[config.mk]
export PLATFORM = sky130hd
export DESIGN_NAME = ultrasonic_occupancy_qualifier
export DESIGN_NICKNAME = d
export VERILOG_FILES = /design/src/design/ouq_pkg.sv /design/src/design/ouq_lane.sv /design/src/design/ouq_merge.sv /design/src/design/ultrasonic_occupancy_qualifier.sv
export SDC_FILE = /design/constraint.sdc
export NUM_CORES = 1
export LEC_CHECK = 0
export BUFFER_PORTS_ARGS = -buffer_cell sky130_fd_sc_hd__buf_4
export CORE_MARGIN = 1
export CORE_UTILIZATION = 55
export CTS_BUF_LIST = sky130_fd_sc_hd__clkbuf_8
export CTS_CLUSTER_DIAMETER = 200
export DETAILED_ROUTE_END_ITERATION = 16
export PLACE_DENSITY = 0.77
export SETUP_SLACK_MARGIN = 0.3
export SLEW_MARGIN = 20
export SYNTH_ARGS = -nofsm -noshare
export SYNTH_HDL_FRONTEND = slang
export SYNTH_SLANG_ARGS = --single-unit
[constraint.sdc]
create_clock -name clk -period 9.9 [get_ports clk]
set_clock_uncertainty 0.2 [all_clocks]
set_input_delay 0.495 -clock clk [delete_from_list [all_inputs] [get_ports clk]]
set_output_delay 0.495 -clock clk [all_outputs]
set_load 0.005 [all_outputs]
[src/design/ouq_pkg.sv]
// Shared types and constants for the ultrasonic occupancy qualifier.
package ouq_pkg;

  localparam int CHANNELS        = 4;
  localparam int MAX_SAMPLES_DEF = 16;
  localparam int ECHO_W          = 15;
  localparam int VOTE_W          = 5;
  localparam int THR_W           = 9;
  localparam int DWELL_W         = 16;
  localparam int TIME_W          = 32;
  localparam int UNST_W          = 3;
  localparam int CFG_IDX_W       = 2;
  localparam int CFG_DATA_W      = 16;
  // Scaled distance domain: echo_us * 17, compared against cm * 1000.
  localparam int SCL_W           = 20;

  localparam logic [ECHO_W-1:0] ECHO_TIMEOUT_US = ECHO_W'(20000);
  localparam logic [SCL_W-1:0]  CM_NUM          = SCL_W'(17);
  localparam logic [SCL_W-1:0]  CM_DEN          = SCL_W'(1000);

  localparam logic [THR_W-1:0]   ENTER_RST = THR_W'(10);
  localparam logic [THR_W-1:0]   EXIT_RST  = THR_W'(14);
  localparam logic [VOTE_W-1:0]  CONF_RST  = VOTE_W'(3);
  localparam logic [DWELL_W-1:0] DWELL_RST = DWELL_W'(500);

  typedef enum logic [CFG_IDX_W-1:0] {
    REG_ENTER = 2'd0,
    REG_EXIT  = 2'd1,
    REG_CONF  = 2'd2,
    REG_DWELL = 2'd3
  } cfg_reg_t;

  typedef struct packed {
    logic [SCL_W-1:0]   enter_lim;  // enter threshold times 1000
    logic [SCL_W-1:0]   exit_lim;   // (exit threshold + 1) times 1000
    logic [VOTE_W-1:0]  conf;
    logic [DWELL_W-1:0] dwell;
  } cfg_t;

  typedef struct packed {
    logic              filt;
    logic [VOTE_W-1:0] votes;
    logic              unstable;
  } lane_res_t;

endpackage

[src/design/ouq_lane.sv]
// One channel lane: sample vote, vote counter and dwell-qualified filtered state.
module ouq_lane #(
  parameter int MAX_SAMPLES = ouq_pkg::MAX_SAMPLES_DEF
) (
  input  logic                      clk,
  input  logic                      rst_n,
  input  logic                      acc,
  input  logic                      last,
  input  logic [ouq_pkg::ECHO_W-1:0] echo,
  input  logic [ouq_pkg::TIME_W-1:0] now,
  input  ouq_pkg::cfg_t             cfg,
  output ouq_pkg::lane_res_t        res
);
  import ouq_pkg::*;

  localparam logic [VOTE_W-1:0] MAX_V = VOTE_W'(MAX_SAMPLES);

  logic              filt_r, filt_nxt;
  logic [TIME_W-1:0] chg_r, chg_nxt;
  logic [VOTE_W-1:0] cnt_r, cnt_nxt;

  logic [SCL_W-1:0]  scaled;
  logic              echo_ok;
  logic              vote;
  logic [VOTE_W-1:0] v;
  logic              raw;
  logic [TIME_W-1:0] elapsed;
  logic              change;

  // Thresholds are compared in the scaled domain, so no division is needed.
  assign scaled  = SCL_W'(echo) * CM_NUM;
  assign echo_ok = (echo != '0) && (echo <= ECHO_TIMEOUT_US) && (scaled >= CM_DEN);

  always_comb begin
    if (filt_r) begin
      vote = echo_ok && (scaled < cfg.exit_lim);
    end else begin
      vote = echo_ok && (scaled < cfg.enter_lim);
    end
    v       = (vote && (cnt_r < MAX_V)) ? cnt_r + VOTE_W'(1) : cnt_r;
    raw     = (v >= cfg.conf);
    elapsed = now - chg_r;
    change  = (raw != filt_r) && (elapsed >= TIME_W'(cfg.dwell));

    filt_nxt = filt_r;
    chg_nxt  = chg_r;
    cnt_nxt  = cnt_r;
    if (acc) begin
      if (last) begin
        cnt_nxt = '0;
        if (change) begin
          filt_nxt = raw;
          chg_nxt  = now;
        end
      end else begin
        cnt_nxt = v;
      end
    end

    res.filt     = change ? raw : filt_r;
    res.votes    = v;
    res.unstable = (v == cfg.conf) ||
                   (({1'b0, v} + (VOTE_W+1)'(1)) == {1'b0, cfg.conf});
  end

  always_ff @(posedge clk) begin
    if (!rst_n) begin
      filt_r <= 1'b0;
      chg_r  <= '0;
      cnt_r  <= '0;
    end else begin
      filt_r <= filt_nxt;
      chg_r  <= chg_nxt;
      cnt_r  <= cnt_nxt;
    end
  end

endmodule

[src/design/ouq_merge.sv]
// Merge stage: gathers lane decisions into the mask, vote list and unstable count.
module ouq_merge (
  input  ouq_pkg::lane_res_t [ouq_pkg::CHANNELS-1:0]                      lanes,
  output logic [ouq_pkg::CHANNELS-1:0]                                    mask,
  output logic [ouq_pkg::CHANNELS-1:0][ouq_pkg::VOTE_W-1:0]               votes,
  output logic [ouq_pkg::UNST_W-1:0]                                      unstable
);
  import ouq_pkg::*;

  always_comb begin
    unstable = '0;
    for (int c = 0; c < CHANNELS; c++) begin
      mask[c]  = lanes[c].filt;
      votes[c] = lanes[c].votes;
      unstable = unstable + UNST_W'(lanes[c].unstable);
    end
  end

endmodule

[src/design/ultrasonic_occupancy_qualifier.sv]
// Top level of the ultrasonic occupancy qualifier.
// Each input item carries one echo time per channel, a last_of_cycle mark and
// the current time in ms. Four lanes vote on their channel in parallel and a
// merge stage combines them. Items without the mark only count votes and give
// no result; a marked item closes the sensor cycle and gives one result item
// with the filtered mask, the vote counts and the unstable count.
// Throughput: one input item per clock while in_stall is low. The result of a
// marked item is registered in the output register, or in the skid entry if that is held.
// The result side has an output register and one skid entry. in_stall rises
// only while the skid entry holds a waiting result, so a stalled receiver
// holds back the input after two pending results; nothing is dropped.
// Configuration is written through cfg_we/cfg_index/cfg_wdata while idle;
// thresholds are stored pre-scaled by 1000 at write time.
// Reset (rst_n low at a clock edge) restores register defaults, clears all
// vote counters, filtered states and change times, and empties the output.
module ultrasonic_occupancy_qualifier #(
  parameter int MAX_SAMPLES = ouq_pkg::MAX_SAMPLES_DEF
) (
  input  logic                          clk,
  input  logic                          rst_n,
  input  logic                          cfg_we,
  input  logic [ouq_pkg::CFG_IDX_W-1:0]  cfg_index,
  input  logic [ouq_pkg::CFG_DATA_W-1:0] cfg_wdata,
  input  logic                          in_valid,
  output logic                          in_stall,
  input  logic [ouq_pkg::ECHO_W-1:0]     in_echo_time_0,
  input  logic [ouq_pkg::ECHO_W-1:0]     in_echo_time_1,
  input  logic [ouq_pkg::ECHO_W-1:0]     in_echo_time_2,
  input  logic [ouq_pkg::ECHO_W-1:0]     in_echo_time_3,
  input  logic                          in_last_of_cycle,
  input  logic [ouq_pkg::TIME_W-1:0]     in_now_ms,
  output logic                          out_valid,
  input  logic                          out_stall,
  output logic [ouq_pkg::CHANNELS-1:0]   out_occupied_mask,
  output logic [ouq_pkg::VOTE_W-1:0]     out_votes_0,
  output logic [ouq_pkg::VOTE_W-1:0]     out_votes_1,
  output logic [ouq_pkg::VOTE_W-1:0]     out_votes_2,
  output logic [ouq_pkg::VOTE_W-1:0]     out_votes_3,
  output logic [ouq_pkg::UNST_W-1:0]     out_unstable_count
);
  import ouq_pkg::*;

  typedef struct packed {
    logic [CHANNELS-1:0]             mask;
    logic [CHANNELS-1:0][VOTE_W-1:0] votes;
    logic [UNST_W-1:0]               unstable;
  } res_t;

  cfg_t cfg_r, cfg_nxt;

  logic                            acc;
  logic [CHANNELS-1:0][ECHO_W-1:0] echo;
  lane_res_t [CHANNELS-1:0]        lanes;
  res_t                            res_new;

  logic out_valid_r, out_valid_nxt;
  logic skid_valid_r, skid_valid_nxt;
  res_t out_r, out_nxt;
  res_t skid_r, skid_nxt;
  logic out_take;
  logic new_res;

  // Configuration registers, thresholds kept in the scaled distance domain.
  always_comb begin
    cfg_nxt = cfg_r;
    if (cfg_we) begin
      case (cfg_reg_t'(cfg_index))
        REG_ENTER: cfg_nxt.enter_lim = SCL_W'(cfg_wdata[THR_W-1:0]) * CM_DEN;
        REG_EXIT:  cfg_nxt.exit_lim  = (SCL_W'(cfg_wdata[THR_W-1:0]) + SCL_W'(1)) * CM_DEN;
        REG_CONF:  cfg_nxt.conf      = cfg_wdata[VOTE_W-1:0];
        REG_DWELL: cfg_nxt.dwell     = cfg_wdata[DWELL_W-1:0];
        default:   cfg_nxt = cfg_r;
      endcase
    end
  end

  always_ff @(posedge clk) begin
    if (!rst_n) begin
      cfg_r.enter_lim <= SCL_W'(ENTER_RST) * CM_DEN;
      cfg_r.exit_lim  <= (SCL_W'(EXIT_RST) + SCL_W'(1)) * CM_DEN;
      cfg_r.conf      <= CONF_RST;
      cfg_r.dwell     <= DWELL_RST;
    end else begin
      cfg_r <= cfg_nxt;
    end
  end

  assign in_stall = skid_valid_r;
  assign acc      = in_valid && !in_stall;

  assign echo[0] = in_echo_time_0;
  assign echo[1] = in_echo_time_1;
  assign echo[2] = in_echo_time_2;
  assign echo[3] = in_echo_time_3;

  for (genvar c = 0; c < CHANNELS; c++) begin : g_lane
    ouq_lane #(
      .MAX_SAMPLES(MAX_SAMPLES)
    ) u_lane (
      .clk  (clk),
      .rst_n(rst_n),
      .acc  (acc),
      .last (in_last_of_cycle),
      .echo (echo[c]),
      .now  (in_now_ms),
      .cfg  (cfg_r),
      .res  (lanes[c])
    );
  end

  ouq_merge u_merge (
    .lanes   (lanes),
    .mask    (res_new.mask),
    .votes   (res_new.votes),
    .unstable(res_new.unstable)
  );

  // Output register plus one skid entry; the skid drains first.
  always_comb begin
    out_take       = out_valid_r && !out_stall;
    new_res        = acc && in_last_of_cycle;
    out_valid_nxt  = out_valid_r;
    skid_valid_nxt = skid_valid_r;
    out_nxt        = out_r;
    skid_nxt       = skid_r;
    if (skid_valid_r) begin
      if (out_take) begin
        out_nxt        = skid_r;
        skid_valid_nxt = 1'b0;
      end
    end else if (new_res) begin
      if (!out_valid_r || out_take) begin
        out_nxt       = res_new;
        out_valid_nxt = 1'b1;
      end else begin
        skid_nxt       = res_new;
        skid_valid_nxt = 1'b1;
      end
    end else if (out_take) begin
      out_valid_nxt = 1'b0;
    end
  end

  always_ff @(posedge clk) begin
    if (!rst_n) begin
      out_valid_r  <= 1'b0;
      skid_valid_r <= 1'b0;
    end else begin
      out_valid_r  <= out_valid_nxt;
      skid_valid_r <= skid_valid_nxt;
    end
  end

  always_ff @(posedge clk) begin
    out_r  <= out_nxt;
    skid_r <= skid_nxt;
  end

  assign out_valid          = out_valid_r;
  assign out_occupied_mask  = out_r.mask;
  assign out_votes_0        = out_r.votes[0];
  assign out_votes_1        = out_r.votes[1];
  assign out_votes_2        = out_r.votes[2];
  assign out_votes_3        = out_r.votes[3];
  assign out_unstable_count = out_r.unstable;

  // A waiting skid entry always sits behind a full output register.
  a_skid_behind_out: assert property (@(posedge clk) disable iff (!rst_n)
    skid_valid_r |-> out_valid_r)
    else $error("skid entry valid while output register empty");

  // Vote counts never exceed the saturation limit.
  a_votes_sat: assert property (@(posedge clk) disable iff (!rst_n)
    out_valid_r |-> (out_r.votes[0] <= VOTE_W'(MAX_SAMPLES)) &&
                    (out_r.votes[1] <= VOTE_W'(MAX_SAMPLES)) &&
                    (out_r.votes[2] <= VOTE_W'(MAX_SAMPLES)) &&
                    (out_r.votes[3] <= VOTE_W'(MAX_SAMPLES)))
    else $error("vote count above saturation limit");

  // A marked item accepted with room ahead shows up as a result next cycle.
  a_result_follows: assert property (@(posedge clk) disable iff (!rst_n)
    (acc && in_last_of_cycle && !out_valid_r) |=> out_valid_r)
    else $error("result of a marked item did not appear");

endmodule
==> impl_results.html, run 1 <==
<table>
<tr><th>Metric</th><th>Value</th></tr>
<tr><th colspan="2">Synth</th></tr>
<tr><td>Multiplexer fraction of the synthesized cell area</td><td>under 10%</td></tr>
<tr><td>Share of synthesized cell area in and, or, nand and nor gates</td><td>~16%</td></tr>
<tr><td>Area fraction in compound gates after synthesis</td><td>20.1%</td></tr>
<tr><td>Cells after synthesis</td><td>about 3500</td></tr>
<tr><td>Part of the Yosys area used for sequential elements</td><td>between 15 and 20%</td></tr>
<tr><td>Number of enable-type register cells in the synthesized netlist</td><td>between 50 and 60</td></tr>
<tr><td>Most common flop cell mapped by yosys</td><td>dfxtp_1</td></tr>
<tr><td>Leading area contributor after synthesis</td><td>ha_1</td></tr>
<tr><td>Seq cells post-synth</td><td>262</td></tr>
<tr><td>Fraction of post-synthesis cell area in the top cell type by area</td><td>between 20% and 30%</td></tr>
<tr><td>Largest family of logic cells by synthesized area</td><td>adder cells</td></tr>
<tr><td>Top area cells in the synthesized netlist</td><td>ha_1 22%, dfxtp_1 14%, edfxtp_1 5.5%</td></tr>
<tr><td>Synthesized netlist net count</td><td>4164</td></tr>
<tr><td>Share of synthesized flip-flops with an asynchronous set or reset</td><td>0%</td></tr>
<tr><td>Count of unique library cells instantiated by Yosys</td><td>approximately 100</td></tr>
<tr><td>Synthesized-area fraction occupied by adder cells</td><td>about a quarter</td></tr>
<tr><td>Cell area after synthesis</td><td>between 0.02 and 0.03 mm2</td></tr>
<tr><td>Synthesized-area fraction occupied by xor and xnor cells</td><td>5.71%</td></tr>
<tr><td>Synth Warn #</td><td>0</td></tr>
<tr><td>Average cell area after synthesis</td><td>around 8.4 um2</td></tr>
<tr><th colspan="2">Clock tree</th></tr>
<tr><td>H-Tree Depth</td><td>2</td></tr>
<tr><td>Sinks on the clock net</td><td>262</td></tr>
<tr><td>Number of CTS-inserted buffers</td><td>46</td></tr>
<tr><td>Clock latency at the later pin of the worst-skew pair</td><td>roughly 630 ps</td></tr>
<tr><td>Buffer levels on the longest clock path</td><td>3</td></tr>
<tr><td>Reg clk slew, reported paths</td><td>60 ps</td></tr>
<tr><td>Hold-fix buffers at CTS</td><td>8</td></tr>
<tr><td>Resize count post-CTS</td><td>0</td></tr>
<tr><td>Number of setup buffers added after CTS</td><td>0</td></tr>
<tr><td>CTS tree</td><td>done</td></tr>
<tr><td>Clock root buffer</td><td>clkbuf_8</td></tr>
<tr><th colspan="2">STA</th></tr>
<tr><td>Final critical path time including I/O delays and setup</td><td>7920 ps</td></tr>
<tr><td>Post-Route Setup TNS</td><td>0 ps</td></tr>
<tr><td>Highest clock frequency the design can meet</td><td>between 100 and 150 MHz</td></tr>
<tr><td>Max_slew headroom</td><td>a little under a third</td></tr>
<tr><td>Worst hold slack</td><td>35.1 ps</td></tr>
<tr><td>Hold violation total from the final report</td><td>0</td></tr>
<tr><td>Pin slew with the least headroom to its limit</td><td>between 1000 and 1500 ps</td></tr>
<tr><td>Setup repair after global routing missed its margin</td><td>false</td></tr>
<tr><td>Pins Over Slew Limit</td><td>0</td></tr>
<tr><td>Number of setup violations in the final report</td><td>0</td></tr>
<tr><td>Final critical-path share of the clock period</td><td>between 80% and 90%</td></tr>
<tr><th colspan="2">Finish</th></tr>
<tr><td>Post-layout net count</td><td>around 4300</td></tr>
<tr><td>Proportion of layout cells with a drive suffix above 1</td><td>under 10%</td></tr>
<tr><td>Fill cell count</td><td>4747</td></tr>
<tr><td>Layout-stage area growth over the synthesis result</td><td>9.47%</td></tr>
<tr><td>Number of antenna diodes</td><td>0</td></tr>
<tr><td>Utilization of the core after routing</td><td>between 60% and 70%</td></tr>
<tr><th colspan="2">Critical path</th></tr>
<tr><td>Startpoint type of the worst setup path</td><td>input pin</td></tr>
<tr><td>Largest stage delay, worst path</td><td>around 760 ps</td></tr>
<tr><td>Type of the worst setup path</td><td>input pin to flop</td></tr>
<tr><td>Nature of the critical path endpoint</td><td>flop</td></tr>
<tr><td>Arrival time of the worst setup path</td><td>8100 ps</td></tr>
<tr><td>Maximum fanout along the worst path</td><td>12</td></tr>
<tr><td>Library cell contributing the largest single delay on the critical path</td><td>a211oi_1</td></tr>
<tr><td>Worst path required time</td><td>10080 ps</td></tr>
<tr><td>Library cell appearing most often on the critical path</td><td>ha_1</td></tr>
<tr><th colspan="2">Die</th></tr>
<tr><td>Die extent in x</td><td>between 200 and 250 um</td></tr>
<tr><td>Number of placement rows</td><td>84</td></tr>
<tr><td>Number of top-level pins</td><td>~150</td></tr>
<tr><td>Die H</td><td>approximately 230 um</td></tr>
<tr><td>Core area</td><td>around 0.053 mm2</td></tr>
<tr><td>Initial cell density of the core</td><td>between 50% and 60%</td></tr>
<tr><td>Die footprint</td><td>between 0.05 and 0.06 mm2</td></tr>
<tr><th colspan="2">Min path</th></tr>
<tr><td>Classification of the worst-slack hold path</td><td>input pin to flop</td></tr>
<tr><th colspan="2">Place</th></tr>
<tr><td>Number of port buffers</td><td>roughly 140</td></tr>
<tr><td>Dpl hpwl</td><td>slightly above 60000 um</td></tr>
<tr><td>Global placement routability congestion</td><td>0.974</td></tr>
<tr><th colspan="2">Global route</th></tr>
<tr><td>Vias in the first global route</td><td>roughly 25000</td></tr>
<tr><td>Total global routing track utilization</td><td>between 20 and 30%</td></tr>
<tr><td>Total congestion overflow after global routing</td><td>0</td></tr>
<tr><td>Wire length of the first global-routing pass</td><td>between 100000 and 150000 um</td></tr>
<tr><td>Largest net degree at the start of global routing</td><td>90</td></tr>
<tr><td>Antenna violations before repair</td><td>0</td></tr>
<tr><th colspan="2">Power</th></tr>
<tr><td>Peak supply drop</td><td>~0.11 mV</td></tr>
<tr><td>Power per Cell Area</td><td>between 100 and 150 mW/mm2</td></tr>
<tr><td>Leakage power</td><td>13.8 nW</td></tr>
<tr><th colspan="2">Drt</th></tr>
<tr><td>Starting DRT DRC Count</td><td>1843</td></tr>
<tr><td>Final Routed Wirelength</td><td>between 70000 and 80000 um</td></tr>
<tr><td>Vias</td><td>25901</td></tr>
<tr><td>WL/cell</td><td>around 18 um</td></tr>
<tr><td>Vias/cell</td><td>~6.0</td></tr>
<tr><td>1st-pass router iterations</td><td>6</td></tr>
<tr><td>Number of design rule violations left after detail routing</td><td>0</td></tr>
<tr><td>Number of routed nets with antenna violations</td><td>0</td></tr>
<tr><th colspan="2">Job</th></tr>
<tr><td>Number of maximum-capacitance violations</td><td>0</td></tr>
<tr><th colspan="2">Status</th></tr>
<tr><td>Status</td><td>completed</td></tr>
</table>
## synth_stat cells, types with 64 or more instances
library cell and n:
a21o_1 105, a21oi_1 235, clkbuf_1 76, dfxtp_1 208, fa_1 64, ha_1 510
inv_1 341, mux2i_1 153, nand2_1 364, nand3_1 67, nor2_1 147, nor2b_1 68
o21ai_0 156, xnor2_1 129
## path summary, 6_finish.rpt
check / start / end / slack [ps] / depth (start not counted)
setup / recovery: in_echo_time_2[1] / out_unstable_count[1] / 1980 / 30
hold reg to reg: g_lane[3].u_lane.chg_r[14] / g_lane[3].u_lane.chg_r[14] / 260 / 2
setup reg to reg: g_lane[3].u_lane.chg_r[0] / out_occupied_mask[3] / 2860 / 25
hold / removal: cfg_wdata[0] / cfg_r[0] / 40 / 3
## state kept, by name, summed over array words and instances, names as in the netlist
register / count
out_unstable_count: 3
out_votes_1: 5
out_valid: 1
out_votes_3: 5
out_votes_2: 5
out_occupied_mask: 4
out_votes_0: 5
cfg_r: 54
g_lane.u_lane.cnt_r: 20
g_lane.u_lane.chg_r: 128
skid_r: 27
in_stall: 1
g_lane.u_lane.filt_r: 4
## stage by stage
step / power (mW) / instance area (um2) / setup WS (ps) / std cells
2_1_floorplan: 2.77 / 29300 / 2850 / 3474
3_3_place_gp: 3.23 / 31000 / 1550 / 4223
3_5_place_dp: 3.28 / 31000 / 1480 / 4223
4_1_cts: 4.42 / 32000 / 2130 / 4313
5_1_grt: 4.77 / 32100 / 1580 / 4314
6_report: 4.42 / 32100 / 1980 / 4314
## worst max-delay path: cells and delay by family
kind / cells / cell delay [ps]
buffers and inverters: 2 / 210
adders and majority gates: 7 / 2240
muxes: 2 / 390
and+or+nand+nor: 3 / 210
xor gates and xnor gates: 2 / 780
AOI/OAI and AO/OA: 14 / 3760
## final cells by class
class	instances	area, um2	share of cell area [%]
Sequential cell	262	5790	18.0
Inverter	341	1280	3.99
Clock inverter	24	205	0.640
Tap cell	688	861	2.68
Clock buffer	58	798	2.49
Multi-Input combinational cell	2776	21900	68.2
Timing Repair Buffer	165	1270	3.96
## metal layers
| metal | up-vias | routed length [um] | global-route usage, % |
|---|---|---|---|
| met5 | - | 0 | 0 |
| met4 | 0 | 2650 | 10.5 |
| met3 | 166 | 3850 | 3.03 |
| met2 | 761 | 36000 | 48.4 |
| met1 | 12201 | 35800 | 38.1 |
| li1 | 12773 | - | - |
## cells in the final DEF (no fill, tap or decap), types with 9 or more instances in the layout
cell	instances
ha_1	510
nand2_1	364
inv_1	347
a21oi_1	234
dfxtp_1	208
o21ai_0	156
buf_4	155
mux2i_1	153
nor2_1	147
xnor2_1	129
a21o_1	105
nor2b_1	68
nand3_1	67
fa_1	64
xor2_1	62
nor3_1	58
clkbuf_8	58
edfxtp_1	54
nand2b_1	41
a211oi_1	41
nand4_1	37
mux2_2	37
o21bai_1	35
o21a_1	35
o211ai_1	30
and3_1	24
a31oi_1	24
a21boi_0	24
and2_1	23
o2111ai_1	21
nor4_1	20
o31ai_1	19
or2_2	15
a2111oi_0	13
and4_1	12
o211a_1	11
or3_1	10
or4_1	10
a22oi_1	9
## report_power, final
| group | internal, mW | switching (mW) |
|---|---|---|
| combinational | 0.916 | 1.22 |
| clock | 0.612 | 0.507 |
| sequential | 1.14 | 0.0265 |
| total | 2.67 | 1.75 |
## cells by family after synthesis
logic type / count (synthesis)
simple gates: 943
compound gates: 878
fa+ha+maj: 574
buf+inv: 436
flops: 262
xor+xnor: 191
mux: 190
Note: power is estimated with default switching activity, not from simulation.
==> run 2: changes to the inputs <==
Settings changed: ABC_AREA set to 1, PLACE_DENSITY 0.77 to 0.79.
Clock period 9.9 ns to 6.4 ns, I/O delays scaled along.
==> run 2 against run 1 <==
Compared with the run above:
- clock power up 46%
- via count up 21%
- synthesized cell count up 35%
==> impl_results.html, run 2 <==
<table>
<tr><th>Metric</th><th>Value</th></tr>
<tr><th colspan="2">Power</th></tr>
<tr><td>Clock network fraction of design power</td><td>20.3% (-5.0 points)</td></tr>
<tr><td>Power Internal</td><td>4.38 mW (+64%)</td></tr>
<tr><td>Peak supply drop</td><td>0.204 mV (+94%)</td></tr>
<tr><td>Switching Fraction</td><td>45.5% (+5.8 points)</td></tr>
<tr><td>Sequential share of power</td><td>23.6% (-2.8 points)</td></tr>
<tr><td>Logic pwr share</td><td>56.1% (+7.8 points)</td></tr>
<tr><td>Leakage power</td><td>17.7 nW (+28%)</td></tr>
<tr><td>Sw power</td><td>3.66 mW (+110%)</td></tr>
<tr><td>Power per Cell Area</td><td>231 mW/mm2 (+68%)</td></tr>
<tr><td>Total design power</td><td>8.04 mW (+82%)</td></tr>
<tr><th colspan="2">Finish</th></tr>
<tr><td>Commonest cells after routing, fill and taps aside</td><td>1143 x nand2_1, 764 x inv_1, 522 x nor2_1</td></tr>
<tr><td>Regs by FF count</td><td>g_lane.u_lane.chg_r (128), cfg_r (54), skid_r (27)</td></tr>
<tr><td>Utilization of the core after routing</td><td>61.8% (+0.82 points)</td></tr>
<tr><td>Layout-stage area growth over the synthesis result</td><td>11.2%</td></tr>
<tr><td>Final design area excluding fillers</td><td>0.0348 mm2 (+8.5%)</td></tr>
<tr><td>Most flop-heavy register</td><td>g_lane.u_lane.chg_r</td></tr>
<tr><td>Post-layout net count</td><td>5602 (+31%)</td></tr>
<tr><td>Final Instance Count excl. Fillers</td><td>5706 (+32%)</td></tr>
<tr><td>Proportion of layout cells with a drive suffix above 1</td><td>6.45% (-2.4 points)</td></tr>
<tr><td>Leading cell type in the layout, fill and taps excluded</td><td>nand2_1</td></tr>
<tr><td>Max reg flops</td><td>128 (unchanged)</td></tr>
<tr><td>Fill cell count</td><td>5256 (+11%)</td></tr>
<tr><th colspan="2">Drt</th></tr>
<tr><td>Detailed-routing wirelength on met1</td><td>43800 um (+22%)</td></tr>
<tr><td>Top Metal Used</td><td>met4</td></tr>
<tr><td>Final Routed Wirelength</td><td>94400 um (+21%)</td></tr>
<tr><td>Number of routed nets with antenna violations</td><td>0 (unchanged)</td></tr>
<tr><td>WL/cell</td><td>16.5 um (-8.9%)</td></tr>
<tr><td>Starting DRT DRC Count</td><td>2672 (+45%)</td></tr>
<tr><td>Vias</td><td>31465 (+21%)</td></tr>
<tr><td>Met3 wirelength from detailed routing</td><td>8590 um (+120%)</td></tr>
<tr><td>Total length of routed met2 wires</td><td>39200 um (+9.0%)</td></tr>
<tr><td>Number of design rule violations left after detail routing</td><td>0 (unchanged)</td></tr>
<tr><td>1st-pass router iterations</td><td>5 (-1)</td></tr>
<tr><td>Vias/cell</td><td>5.51 (-8.2%)</td></tr>
<tr><th colspan="2">Die</th></tr>
<tr><td>Number of top-level pins</td><td>145 (unchanged)</td></tr>
<tr><td>Die extent in x</td><td>241 um (+3.3%)</td></tr>
<tr><td>Die footprint</td><td>0.0579 mm2 (+6.8%)</td></tr>
<tr><td>Initial cell density of the core</td><td>55.6% (-0.13 points)</td></tr>
<tr><td>Core area</td><td>0.0563 mm2 (+7.1%)</td></tr>
<tr><td>Number of placement rows</td><td>87 (+3.6%)</td></tr>
<tr><td>Die H</td><td>241 um (+3.3%)</td></tr>
<tr><th colspan="2">Global route</th></tr>
<tr><td>Antenna violations before repair</td><td>0 (unchanged)</td></tr>
<tr><td>Wire length of the first global-routing pass</td><td>149000 um (+18%)</td></tr>
<tr><td>Total global routing track utilization</td><td>32.5% (+3.7 points)</td></tr>
<tr><td>Vias in the first global route</td><td>28724 (+16%)</td></tr>
<tr><td>Total congestion overflow after global routing</td><td>0 (unchanged)</td></tr>
<tr><td>Largest net degree at the start of global routing</td><td>65 (-28%)</td></tr>
<tr><th colspan="2">Clock tree</th></tr>
<tr><td>Number of CTS-inserted buffers</td><td>49 (+6.5%)</td></tr>
<tr><td>Number of setup buffers added after CTS</td><td>0 (unchanged)</td></tr>
<tr><td>Reg clk slew, reported paths</td><td>60 ps (about the same)</td></tr>
<tr><td>CTS tree</td><td>done</td></tr>
<tr><td>Clock root buffer</td><td>clkbuf_8</td></tr>
<tr><td>Buffer levels on the longest clock path</td><td>3 (unchanged)</td></tr>
<tr><td>H-Tree Depth</td><td>2 (unchanged)</td></tr>
<tr><td>Clock latency at the later pin of the worst-skew pair</td><td>670 ps (+40 ps)</td></tr>
<tr><td>Sinks on the clock net</td><td>262 (unchanged)</td></tr>
<tr><th colspan="2">STA</th></tr>
<tr><td>Final critical-path share of the clock period</td><td>around 92%</td></tr>
<tr><td>Setup repair after global routing missed its margin</td><td>false</td></tr>
<tr><td>Pin slew with the least headroom to its limit</td><td>993 ps (-22.7 ps)</td></tr>
<tr><td>Pins Over Slew Limit</td><td>0 (unchanged)</td></tr>
<tr><td>Number of setup violations in the final report</td><td>0 (unchanged)</td></tr>
<tr><td>Highest clock frequency the design can meet</td><td>approximately 170 MHz</td></tr>
<tr><td>Post-Route Setup TNS</td><td>0 ps (unchanged)</td></tr>
<tr><td>Max_slew headroom</td><td>33.6% (+2.1 points)</td></tr>
<tr><td>Final critical path time including I/O delays and setup</td><td>about 5900 ps</td></tr>
<tr><td>Hold violation total from the final report</td><td>0 (unchanged)</td></tr>
<tr><th colspan="2">Critical path</th></tr>
<tr><td>Launching point of the worst reg2reg path</td><td>g_lane[1].u_lane.chg_r[10]</td></tr>
<tr><td>Arrival time of the worst setup path</td><td>6270 ps (-1830 ps)</td></tr>
<tr><td>Type of the worst setup path</td><td>input pin to flop</td></tr>
<tr><td>Maximum fanout along the worst path</td><td>64 (+52)</td></tr>
<tr><td>Worst setup startpoint</td><td>in_now_ms[10]</td></tr>
<tr><td>Nature of the critical path endpoint</td><td>flop</td></tr>
<tr><td>Worst path required time</td><td>6750 ps (-3330 ps)</td></tr>
<tr><td>Startpoint type of the worst setup path</td><td>input pin</td></tr>
<tr><th colspan="2">Place</th></tr>
<tr><td>Number of cells after detailed placement</td><td>5552 (+31%)</td></tr>
<tr><td>Number of port buffers</td><td>144 (unchanged)</td></tr>
<tr><td>Global placement routability congestion</td><td>1.01 (+4.2%)</td></tr>
<tr><td>Dpl hpwl</td><td>74200 um (+19%)</td></tr>
<tr><td>Placement-stage cell area</td><td>0.0332 mm2 (+7.1%)</td></tr>
<tr><th colspan="2">Status</th></tr>
<tr><td>Status</td><td>completed</td></tr>
<tr><th colspan="2">Synth</th></tr>
<tr><td>Most common flop cell mapped by yosys</td><td>dfxtp_1</td></tr>
<tr><td>Synthesized-area fraction occupied by adder cells</td><td>24.5% (-1.7 points)</td></tr>
<tr><td>Part of the Yosys area used for sequential elements</td><td>18.5% (-1.3 points)</td></tr>
<tr><td>Count of unique library cells instantiated by Yosys</td><td>63 (-39%)</td></tr>
<tr><td>Top cells by instance count after synthesis</td><td>1143 x nand2_1, 747 x inv_1, 525 x nor2_1</td></tr>
<tr><td>Area fraction in compound gates after synthesis</td><td>13.6% (-6.5 points)</td></tr>
<tr><td>Synthesized netlist net count</td><td>5397 (+30%)</td></tr>
<tr><td>Share of synthesized flip-flops with an asynchronous set or reset</td><td>0% (unchanged)</td></tr>
<tr><td>Fraction of post-synthesis cell area in the top cell type by area</td><td>20.4% (-1.4 points)</td></tr>
<tr><td>Number of enable-type register cells in the synthesized netlist</td><td>54 (unchanged)</td></tr>
<tr><td>Average cell area after synthesis</td><td>6.65 um2 (-21%)</td></tr>
<tr><td>Dominant cell by count in the synthesized netlist</td><td>nand2_1</td></tr>
<tr><td>Cells after synthesis</td><td>4707 (+35%)</td></tr>
<tr><td>Multiplexer fraction of the synthesized cell area</td><td>0% (-6.7 points)</td></tr>
<tr><td>Leading area contributor after synthesis</td><td>ha_1</td></tr>
<tr><td>Top area cells in the synthesized netlist</td><td>ha_1 20%, nand2_1 14%, dfxtp_1 13%</td></tr>
<tr><td>Largest family of logic cells by synthesized area</td><td>simple AND/OR/NAND/NOR gates</td></tr>
<tr><td>Cell area after synthesis</td><td>0.0313 mm2 (+6.8%)</td></tr>
<tr><td>Synthesized-area fraction occupied by xor and xnor cells</td><td>4.61% (-1.1 points)</td></tr>
<tr><td>Seq cells post-synth</td><td>262 (unchanged)</td></tr>
<tr><td>Synth Warn #</td><td>0 (unchanged)</td></tr>
<tr><td>Share of synthesized cell area in and, or, nand and nor gates</td><td>28.2% (+12 points)</td></tr>
<tr><th colspan="2">Job</th></tr>
<tr><td>Number of maximum-capacitance violations</td><td>0 (unchanged)</td></tr>
<tr><th colspan="2">Min path</th></tr>
<tr><td>Classification of the worst-slack hold path</td><td>input pin to flop</td></tr>
<tr><td>Startpoint of the worst hold path</td><td>cfg_we</td></tr>
</table>
run 2: layer usage:
layer / vias up / global-route usage, %
li1: 15771 / -
met1: 14274 / 46.2
met2: 1228 / 49.3
met3: 192 / 6.02
met4: 0 / 10.7
met5: - / 0
run 2: final timing paths:
kind / to / slack, ps / cells after the start
setup reg to reg: g_lane[1].u_lane.chg_r[0] / 530 / 20
hold reg to reg: g_lane[3].u_lane.chg_r[5] / 280 / 2
setup / recovery: g_lane[1].u_lane.chg_r[0] / 480 / 21
hold / removal: cfg_r[6] / 70 / 5
run 2: power groups by stage:
stage          Combinational [mW]  Sequential [mW]  Clock (mW)
2_1_floorplan                3.31             1.92           0
3_3_place_gp                 4.28             1.93           0
3_5_place_dp                 4.38             1.93           0
4_1_cts                      4.44             1.90        1.66
5_1_grt                      5.14             1.91        1.73
6_report                     4.51             1.90        1.63
run 2: cell families (layout without fill, tap and decap cells):
logic type,Yosys count,after routing
simple gates,2104,2104
buf+inv,853,1095
compound gates,751,751
fa+ha+maj,574,574
flops,262,262
xor+xnor,163,163
other cells,0,1
run 2: final cells by class:
class / count / area (um2) / area share, %
diodes: 1 / 2.50 / 0.00719
clock buffers: 55 / 757 / 2.18
clock inverters: 33 / 198 / 0.568
inverters: 772 / 2900 / 8.33
multi-input cells: 3592 / 22200 / 63.9
flip-flops and latches: 262 / 5790 / 16.6
well taps: 756 / 946 / 2.72
repair buffers: 235 / 1980 / 5.68
run 2: timing repair:
item / in CTS / in global routing
gates resized for setup: 0 / 3
endpoints found under the setup margin: 0 / 3
endpoints found under the hold margin: 179 / 0
hold buffers: 65 / 0
run 2: through the flow:
step	hold slack [ps]	setup WS, ps
finish	71.5	482
global route	79.4	320
CTS	24.4	749
global placement	253	297
floorplan	243	862
detailed placement	268	231
run 2: critical path, stage by stage:
cell           delay [ps]
dlygate4sd3_1         530
buf_4                 190
ha_1                  430
nand2_1               190
nor4_1                870
a21oi_1               340
o21bai_2              280
xor2_1                320
ha_1                  310
nand2_1                60
inv_1                  50
nand3_1               110
nor3_1                 90
a221oi_1              680
nand4_2               260
nand3_2               150
buf_12                280
nand2_1                80
nand2_1                60
nor2_1                 50
dlygate4sd3_1         560
